==> src/design/itce_pkg.sv <==
`default_nettype none

package itce_pkg;

	localparam logic [15:0] CNT_MAX  = 16'hffff;
	localparam logic [3:0]  IHL_MIN  = 4'd5;
	localparam logic [15:0] MIN_SEEN = 16'd4;

	typedef enum logic [1:0] {
		ST_OK    = 2'd0,
		ST_SHORT = 2'd1,
		ST_BAD   = 2'd2
	} status_t;

	// Snapshot of the running state taken on the last byte of a packet.
	typedef struct packed {
		logic [15:0] ip_sum;
		logic [15:0] tcp_sum;
		logic [7:0]  pending;
		logic [15:0] count;
		logic [15:0] total_len;
		logic [3:0]  ihl;
	} snap_t;

	function automatic logic [15:0] oc_add(input logic [15:0] a, input logic [15:0] b);
		logic [16:0] s;
		logic [16:0] f;
		s = {1'b0, a} + {1'b0, b};
		f = {1'b0, s[15:0]} + {16'd0, s[16]};
		return f[15:0];
	endfunction

endpackage

`default_nettype wire

==> src/design/itce_accum.sv <==
`default_nettype none

module itce_accum (
	input  wire logic           clk,
	input  wire logic           arst_n,
	input  wire logic           in_valid,
	output logic                in_ready,
	input  wire logic [7:0]     packet_byte,
	input  wire logic           last_byte,
	input  wire logic           take,
	output logic                snap_valid_s1,
	output itce_pkg::snap_t     snap_s1
);

	logic [15:0] count_q;
	logic [3:0]  ihl_q;
	logic [15:0] total_len_q;
	logic [15:0] ip_sum_q;
	logic [15:0] tcp_sum_q;
	logic [7:0]  pending_q;

	logic        accept;
	logic [15:0] pos;
	logic [3:0]  ihl_n;
	logic [15:0] hdr;
	logic [15:0] total_len_n;
	logic        in_hdr;
	logic        in_seg;
	logic [15:0] off;
	logic        zero_byte;
	logic [7:0]  v;
	logic        odd;
	logic [15:0] word;
	logic [15:0] ip_sum_n;
	logic [15:0] tcp_add;
	logic        tcp_add_en;
	logic [15:0] tcp_sum_n;
	logic [7:0]  pending_n;
	logic [15:0] count_n;

	assign in_ready = !snap_valid_s1 || take;
	assign accept   = in_valid && in_ready;

	always_comb begin
		pos   = count_q;
		ihl_n = (pos == 16'd0) ? packet_byte[3:0] : ihl_q;
		hdr   = {10'd0, ihl_n, 2'b00};
		if (pos == 16'd2) begin
			total_len_n = {packet_byte, 8'h00};
		end else if (pos == 16'd3) begin
			total_len_n = {total_len_q[15:8], packet_byte};
		end else begin
			total_len_n = total_len_q;
		end
		in_hdr = pos < hdr;
		in_seg = !in_hdr && (pos < total_len_n) && (pos != itce_pkg::CNT_MAX);
		off    = pos - hdr;
		if (in_hdr) begin
			zero_byte = (pos == 16'd10) || (pos == 16'd11);
		end else begin
			zero_byte = (off == 16'd16) || (off == 16'd17);
		end
		v    = zero_byte ? 8'h00 : packet_byte;
		odd  = pos[0];
		word = {pending_q, v};

		ip_sum_n = (in_hdr && odd) ? itce_pkg::oc_add(ip_sum_q, word) : ip_sum_q;

		tcp_add    = word;
		tcp_add_en = 1'b0;
		if (in_hdr) begin
			if (pos == 16'd9) begin
				tcp_add    = {8'h00, packet_byte};
				tcp_add_en = 1'b1;
			end else if (odd && pos >= 16'd12 && pos <= 16'd19) begin
				tcp_add_en = 1'b1;
			end
		end else if (in_seg && odd) begin
			tcp_add_en = 1'b1;
		end
		tcp_sum_n = tcp_add_en ? itce_pkg::oc_add(tcp_sum_q, tcp_add) : tcp_sum_q;

		pending_n = ((in_hdr || in_seg) && !odd) ? v : pending_q;
		count_n   = (pos == itce_pkg::CNT_MAX) ? pos : pos + 16'd1;
	end

	always_ff @(posedge clk or negedge arst_n) begin
		if (!arst_n) begin
			count_q     <= '0;
			ihl_q       <= '0;
			total_len_q <= '0;
			ip_sum_q    <= '0;
			tcp_sum_q   <= '0;
			pending_q   <= '0;
		end else if (accept) begin
			if (last_byte) begin
				count_q     <= '0;
				ihl_q       <= '0;
				total_len_q <= '0;
				ip_sum_q    <= '0;
				tcp_sum_q   <= '0;
				pending_q   <= '0;
			end else begin
				count_q     <= count_n;
				ihl_q       <= ihl_n;
				total_len_q <= total_len_n;
				ip_sum_q    <= ip_sum_n;
				tcp_sum_q   <= tcp_sum_n;
				pending_q   <= pending_n;
			end
		end
	end

	always_ff @(posedge clk or negedge arst_n) begin
		if (!arst_n) begin
			snap_valid_s1 <= 1'b0;
		end else if (accept && last_byte) begin
			snap_valid_s1 <= 1'b1;
		end else if (take) begin
			snap_valid_s1 <= 1'b0;
		end
	end

	always_ff @(posedge clk) begin
		if (accept && last_byte) begin
			snap_s1.ip_sum    <= ip_sum_n;
			snap_s1.tcp_sum   <= tcp_sum_n;
			snap_s1.pending   <= pending_n;
			snap_s1.count     <= count_n;
			snap_s1.total_len <= total_len_n;
			snap_s1.ihl       <= ihl_n;
		end
	end

endmodule

`default_nettype wire

==> src/design/itce_final.sv <==
`default_nettype none

module itce_final (
	input  wire logic           clk,
	input  wire logic           arst_n,
	input  wire logic           snap_valid_s1,
	input  wire itce_pkg::snap_t snap_s1,
	output logic                take,
	output logic                out_valid,
	input  wire logic           out_ready,
	output logic [15:0]         ip_checksum,
	output logic [15:0]         tcp_checksum,
	output logic [1:0]          status
);

	logic              out_valid_q;
	logic [15:0]       ip_ck_q;
	logic [15:0]       tcp_ck_q;
	itce_pkg::status_t status_q;

	logic [15:0]       hdr;
	logic [15:0]       seg_end;
	logic [15:0]       pad;
	logic [15:0]       tcp_len;
	logic [17:0]       sum3;
	logic [16:0]       fold1;
	logic [16:0]       fold2;
	itce_pkg::status_t status_n;

	assign take = snap_valid_s1 && (!out_valid_q || out_ready);

	always_comb begin
		hdr     = {10'd0, snap_s1.ihl, 2'b00};
		seg_end = (snap_s1.count < snap_s1.total_len) ? snap_s1.count : snap_s1.total_len;
		pad     = (seg_end > hdr && seg_end[0]) ? {snap_s1.pending, 8'h00} : 16'h0000;
		tcp_len = snap_s1.total_len - hdr;
		sum3    = {2'b00, snap_s1.tcp_sum} + {2'b00, pad} + {2'b00, tcp_len};
		fold1   = {1'b0, sum3[15:0]} + {15'd0, sum3[17:16]};
		fold2   = {1'b0, fold1[15:0]} + {16'd0, fold1[16]};

		if (snap_s1.count < itce_pkg::MIN_SEEN) begin
			status_n = itce_pkg::ST_SHORT;
		end else if (snap_s1.ihl < itce_pkg::IHL_MIN || snap_s1.total_len < hdr) begin
			status_n = itce_pkg::ST_BAD;
		end else if (snap_s1.count < snap_s1.total_len) begin
			status_n = itce_pkg::ST_SHORT;
		end else begin
			status_n = itce_pkg::ST_OK;
		end
	end

	always_ff @(posedge clk or negedge arst_n) begin
		if (!arst_n) begin
			out_valid_q <= 1'b0;
		end else if (take) begin
			out_valid_q <= 1'b1;
		end else if (out_ready) begin
			out_valid_q <= 1'b0;
		end
	end

	always_ff @(posedge clk) begin
		if (take) begin
			ip_ck_q  <= ~snap_s1.ip_sum;
			tcp_ck_q <= ~fold2[15:0];
			status_q <= status_n;
		end
	end

	assign out_valid    = out_valid_q;
	assign ip_checksum  = ip_ck_q;
	assign tcp_checksum = tcp_ck_q;
	assign status       = status_q;

endmodule

`default_nettype wire

==> src/design/ipv4_tcp_checksum_engine_top.sv <==
// A last byte's result is registered in the snapshot stage, then in the output register.
// Throughput: one byte per cycle while in_ready is high.
// A finished packet waits in the snapshot stage while the output register is held.
// Reset is asynchronous and active low; it clears the running sums, counters and valid flags.
`default_nettype none

module ipv4_tcp_checksum_engine_top (
	input  wire logic        clk,
	input  wire logic        arst_n,
	input  wire logic        in_valid,
	output logic             in_ready,
	input  wire logic [7:0]  packet_byte,
	input  wire logic        last_byte,
	output logic             out_valid,
	input  wire logic        out_ready,
	output logic [15:0]      ip_checksum,
	output logic [15:0]      tcp_checksum,
	output logic [1:0]       status
);

	logic            take;
	logic            snap_valid_s1;
	itce_pkg::snap_t snap_s1;

	itce_accum u_accum (
		.clk           (clk),
		.arst_n        (arst_n),
		.in_valid      (in_valid),
		.in_ready      (in_ready),
		.packet_byte   (packet_byte),
		.last_byte     (last_byte),
		.take          (take),
		.snap_valid_s1 (snap_valid_s1),
		.snap_s1       (snap_s1)
	);

	itce_final u_final (
		.clk           (clk),
		.arst_n        (arst_n),
		.snap_valid_s1 (snap_valid_s1),
		.snap_s1       (snap_s1),
		.take          (take),
		.out_valid     (out_valid),
		.out_ready     (out_ready),
		.ip_checksum   (ip_checksum),
		.tcp_checksum  (tcp_checksum),
		.status        (status)
	);

endmodule

`default_nettype wire

==> config.mk <==
export PLATFORM = sky130hd
export DESIGN_NAME = ipv4_tcp_checksum_engine_top
export DESIGN_NICKNAME = d
export VERILOG_FILES = /design/src/design/itce_pkg.sv /design/src/design/itce_accum.sv /design/src/design/itce_final.sv /design/src/design/ipv4_tcp_checksum_engine_top.sv
export SDC_FILE = /design/constraint.sdc
export NUM_CORES = 1
export LEC_CHECK = 0
export BUFFER_PORTS_ARGS = -buffer_cell sky130_fd_sc_hd__buf_2
export CELL_PAD_IN_SITES_DETAIL_PLACEMENT = 0
export CELL_PAD_IN_SITES_GLOBAL_PLACEMENT = 2
export CORE_MARGIN = 4
export CORE_UTILIZATION = 41
export CTS_BUF_LIST = sky130_fd_sc_hd__clkbuf_16
export DETAILED_ROUTE_END_ITERATION = 10
export GPL_ROUTABILITY_DRIVEN = 0
export PLACE_DENSITY_LB_ADDON = 0.1
export SLEW_MARGIN = 20
export SYNTH_ARGS = -nofsm -noshare
export SYNTH_HDL_FRONTEND = slang
export SYNTH_HIERARCHICAL = 1
export SYNTH_SLANG_ARGS = --single-unit
==> constraint.sdc <==
create_clock -name clk -period 12 [get_ports clk]
set_input_delay 0.6 -clock clk [delete_from_list [all_inputs] [get_ports clk]]
set_output_delay 0.6 -clock clk [all_outputs]
set_load 0.01 [all_outputs]
==> results.py <==
metrics = {
    "outcome": {
        "result_of_the_run": "complete, no violations",
    },
    "layout": {
        "multi_input_comb_area_mm2": 0.00755,
        "layout_nets": 1561,
        "n_fill_cell": 3145,
        "antennaDiodeCount": 0,
        "post_route_cells_drive_above_1_share": 0.0999,
        "register_area_mm2": 0.00526,
        "area.growth.synth_to_final_pct": 9.26,
    },
    "clock_tree": {
        "cts_repair_resize_count": 0,
        "post-cts-setup-buffers": 0,
        "number_of_clock_sinks": 188,
        "clock_path_buffers": 2,
        "tritoncts.num_buffers": 17,
        "clk_latency_worst_skew_pair_ps": 450,
        "htree_levels": 4,
        "tritoncts": "built",
        "cts_root_buf": "sky130_fd_sc_hd__clkbuf_16",
        "clkTransAtPathRegs_ps": 80,
    },
    "synth": {
        "synth.area.top_cells": "sky130_fd_sc_hd__edfxtp_1 25%, sky130_fd_sc_hd__dfrtp_1 15%, sky130_fd_sc_hd__ha_1 9.9%, sky130_fd_sc_hd__xnor2_1 4.1%, sky130_fd_sc_hd__nand2_1 3.9%",
        "postSynth.asyncResetShare": 0.415,
        "yosys_register_bits": 188,
        "synth.distinct_cells": 91,
        "yosys.cell_count.top_type": "sky130_fd_sc_hd__nand2_1",
        "synth_commonest_cells": "139 x sky130_fd_sc_hd__nand2_1, 110 x sky130_fd_sc_hd__edfxtp_1, 108 x sky130_fd_sc_hd__inv_1",
        "synth_area_leader_cell": "sky130_fd_sc_hd__edfxtp_1",
        "synth_sequential_area_ratio": 0.392,
        "yosys_warnings": 6,
        "ys_dominant_reg_cell": "sky130_fd_sc_hd__edfxtp_1",
        "number_of_standard_cells_after_synthesis": 1396,
        "synth_fp_nets": 1528,
        "post_synth_instance_area_mm2": 0.0134,
        "post-synth-top-area-fraction": 0.246,
        "post_synth_edffs": 110,
        "postSynthAreaPerCell_um2": 9.60,
    },
    "routing": {
        "drt-initial-drc-count": 691,
        "drt_drc_violations_left": 0,
        "num_vias": 10500,
        "wl_um": 38500,
        "dr.pass1.iters": 7,
        "wire_per_inst_um": 20.5,
        "antenna_violating_nets_post_route": 0,
        "post_drt_via_cell_ratio": 5.59,
    },
    "global_route": {
        "grt_first_pass_wirelength_um": 60000,
        "first_global_vias": 10400,
        "globalRouteTotalUtil": 0.217,
        "overflow": 0,
        "number_of_antenna_violations_at_the_first_check_in_global_routing": 2,
        "largest_net_degree_at_the_start_of_global_routing": 71,
    },
    "critical_path": {
        "critical_path.n_buffers_inverters": 1,
        "regToRegSetupSlack_ps": 1940,
        "timing.critical_path.from": "u_accum/snap_s1[5]$_DFFE_PP_",
        "critical_path_peak_fanout": 9,
        "critPathSlowestCell": "sky130_fd_sc_hd__a21oi_1",
        "cp-start-kind": "flip-flop",
        "ff2ff_path_depth": 44,
        "cp_data_required_time_ps": 12180,
        "critical-path-top-delay-family": "compound AO/OA/AOI/OAI gates",
        "class_of_the_most_critical_setup_path": "flip-flop to flip-flop",
        "crit-reg2reg-capture": "u_final/tcp_checksum[15]$_DFFE_PP_",
        "timing.critical_path.to_type": "flip-flop",
        "r2r_start": "u_accum/snap_s1[5]$_DFFE_PP_",
        "cpPeakStageDelay_ps": 500,
        "arrival_time_reported_for_the_critical_path_endpoint_ps": 10240,
    },
    "timing": {
        "setup_viol": 0,
        "clock_skew_ps": 12.2,
        "timing_worst_slew_pin_value_ps": 1020,
        "period_share": 0.838,
        "setup_total_negative_slack_ps": 0,
        "rsz0062_at_grt": "no",
        "finalHoldWorstSlack_ps": 436,
        "max_clock_freq_mhz": 99.4,
        "relSlewSlack": 0.318,
        "final_period_minus_worst_setup_slack_ps": 10060,
        "report.final.slew_viol_count": 0,
        "report.final.hold_viol_count": 0,
    },
    "flow_run": {
        "drv_cap": 0,
    },
    "power": {
        "cellLeakagePower_nw": 6.30,
        "vdd_ir_drop_max_uv": 146,
        "power.density_mw_per_mm2": 291,
    },
    "floorplanning": {
        "fp.dieW_um": 189,
        "design.core.area_mm2": 0.0319,
        "die_height_um": 189,
        "dieArea_mm2": 0.0356,
        "number_of_cell_rows": 65,
        "start_util": 0.420,
        "io_pins": 49,
    },
    "placement": {
        "io_buffer_count": 48,
        "detailedPlacementHpwl_um": 28700,
    },
    "min_path": {
        "worstHoldEndpoint": "u_final/out_valid$_DFFE_PN0P_",
        "worst_hold_path.num_cells": 3,
        "hold_path_startpoint": "out_ready",
        "kind_of_path_behind_the_tightest_hold_check": "input port to flip-flop",
    },
}
-- per-layer routing --
metal | vias up | routed length, um | GRT usage
li1 | 5134 | - | -
met1 | 5129 | 17800 | 0.288
met2 | 186 | 18900 | 0.376
met3 | 42 | 1240 | 0.0267
met4 | 2 | 622 | 0.0552
met5 | - | 16 | 0
-- per-stage QoR --
step	util	worst slack (ps)	power (mW)	instances	area [um2]
2_1_floorplan	-	3240	3.04	1396	13400
4_1_cts	0.459	1910	4.29	1877	14600
5_1_grt	0.459	1060	4.62	1877	14600
3_5_place_dp	0.442	1930	3.72	1844	14100
3_3_place_gp	0.442	2130	3.72	1844	14100
6_report	0.459	1940	4.26	1877	14600
-- worst min-delay path: stages --
cell and delay, ps:
sky130_fd_sc_hd__buf_2 70, sky130_fd_sc_hd__nand2b_1 110, sky130_fd_sc_hd__nand2b_1 60
-- logic make-up (layout without fill, tap and decap cells) --
family	Yosys count	in the layout	share of synthesized area
buf+inv	156	202	0.0467
xor+xnor	98	98	0.0646
flops	188	188	0.392
fa+ha+maj	123	123	0.121
simple gates	446	446	0.167
mux	34	34	0.0283
compound gates	351	351	0.179
-- flip-flops by register name, summed over array words and instances (netlist names), 8 cells and up --
register              cells
u_accum/snap_s1          76
u_accum/count_q          16
u_accum/ip_sum_q         16
u_accum/tcp_sum_q        16
u_accum/total_len_q      16
u_final/ip_checksum      16
u_final/tcp_checksum     16
u_accum/pending_q         8
-- area by class of cell --
cell class / count / share of cell area
clock inverter: 15 / 0.00795
multi-input combinational: 1052 / 0.515
inverter: 109 / 0.0279
tap: 435 / 0.0372
sequential: 188 / 0.359
clock buffer: 17 / 0.0291
timing repair buffer: 61 / 0.0237
-- cell usage in the layout, fill, tap and decap left out, types with 6 or more instances in the layout --
cell type	instances
sky130_fd_sc_hd__nor2_1	95
sky130_fd_sc_hd__a21oi_1	71
sky130_fd_sc_hd__a32o_1	10
sky130_fd_sc_hd__o21ai_1	7
sky130_fd_sc_hd__a211oi_1	11
sky130_fd_sc_hd__nand4_1	16
sky130_fd_sc_hd__nand2b_1	14
sky130_fd_sc_hd__mux2i_1	17
sky130_fd_sc_hd__o21ai_0	78
sky130_fd_sc_hd__inv_1	111
sky130_fd_sc_hd__o211ai_1	7
sky130_fd_sc_hd__o31ai_1	15
sky130_fd_sc_hd__nor3_1	27
sky130_fd_sc_hd__nand3_1	43
sky130_fd_sc_hd__nor2b_1	18
sky130_fd_sc_hd__fa_1	13
sky130_fd_sc_hd__xor2_1	34
sky130_fd_sc_hd__a22o_1	20
sky130_fd_sc_hd__mux2_2	14
sky130_fd_sc_hd__buf_2	47
sky130_fd_sc_hd__and3_1	20
sky130_fd_sc_hd__ha_1	106
sky130_fd_sc_hd__edfxtp_1	110
sky130_fd_sc_hd__xnor2_1	63
sky130_fd_sc_hd__buf_4	12
sky130_fd_sc_hd__a21boi_0	7
sky130_fd_sc_hd__and2_1	9
sky130_fd_sc_hd__a21o_1	37
sky130_fd_sc_hd__nor4_1	14
sky130_fd_sc_hd__inv_6	6
sky130_fd_sc_hd__nand2_1	138
sky130_fd_sc_hd__or3_1	7
sky130_fd_sc_hd__o22ai_1	8
sky130_fd_sc_hd__o21a_1	17
sky130_fd_sc_hd__dfrtp_1	78
sky130_fd_sc_hd__clkbuf_16	17
-- worst max-delay path by stage --
stage	to	slack [ps]	cells past startpoint
finish	u_final/tcp_checksum[15]$_DFFE_PP_	1940	44
CTS	u_final/tcp_checksum[15]$_DFFE_PP_	1910	44
floorplan	u_final/tcp_checksum[15]$_DFFE_PP_	3240	45
global placement	u_final/tcp_checksum[15]$_DFFE_PP_	2130	44
detailed placement	u_final/tcp_checksum[15]$_DFFE_PP_	1930	44
global route	u_final/tcp_checksum[15]$_DFFE_PP_	1060	44
-- repair_timing --
action | CTS | global route
endpoints found under the setup margin | 0 | 0
hold buffers | 1 | 0
hold endpoints to repair | 8 | 0
-- report_power, final --
group / switching [mW] / leakage [nW] / total (mW) / internal [mW]
clock network: 0.274 / 0.279 / 0.544 / 0.270
logic: 1.59 / 3.95 / 2.59 / 1.00
registers: 0.141 / 2.08 / 1.12 / 0.977
total: 2.01 / 6.30 / 4.26 / 2.25
(Power assumes the default switching activity.)
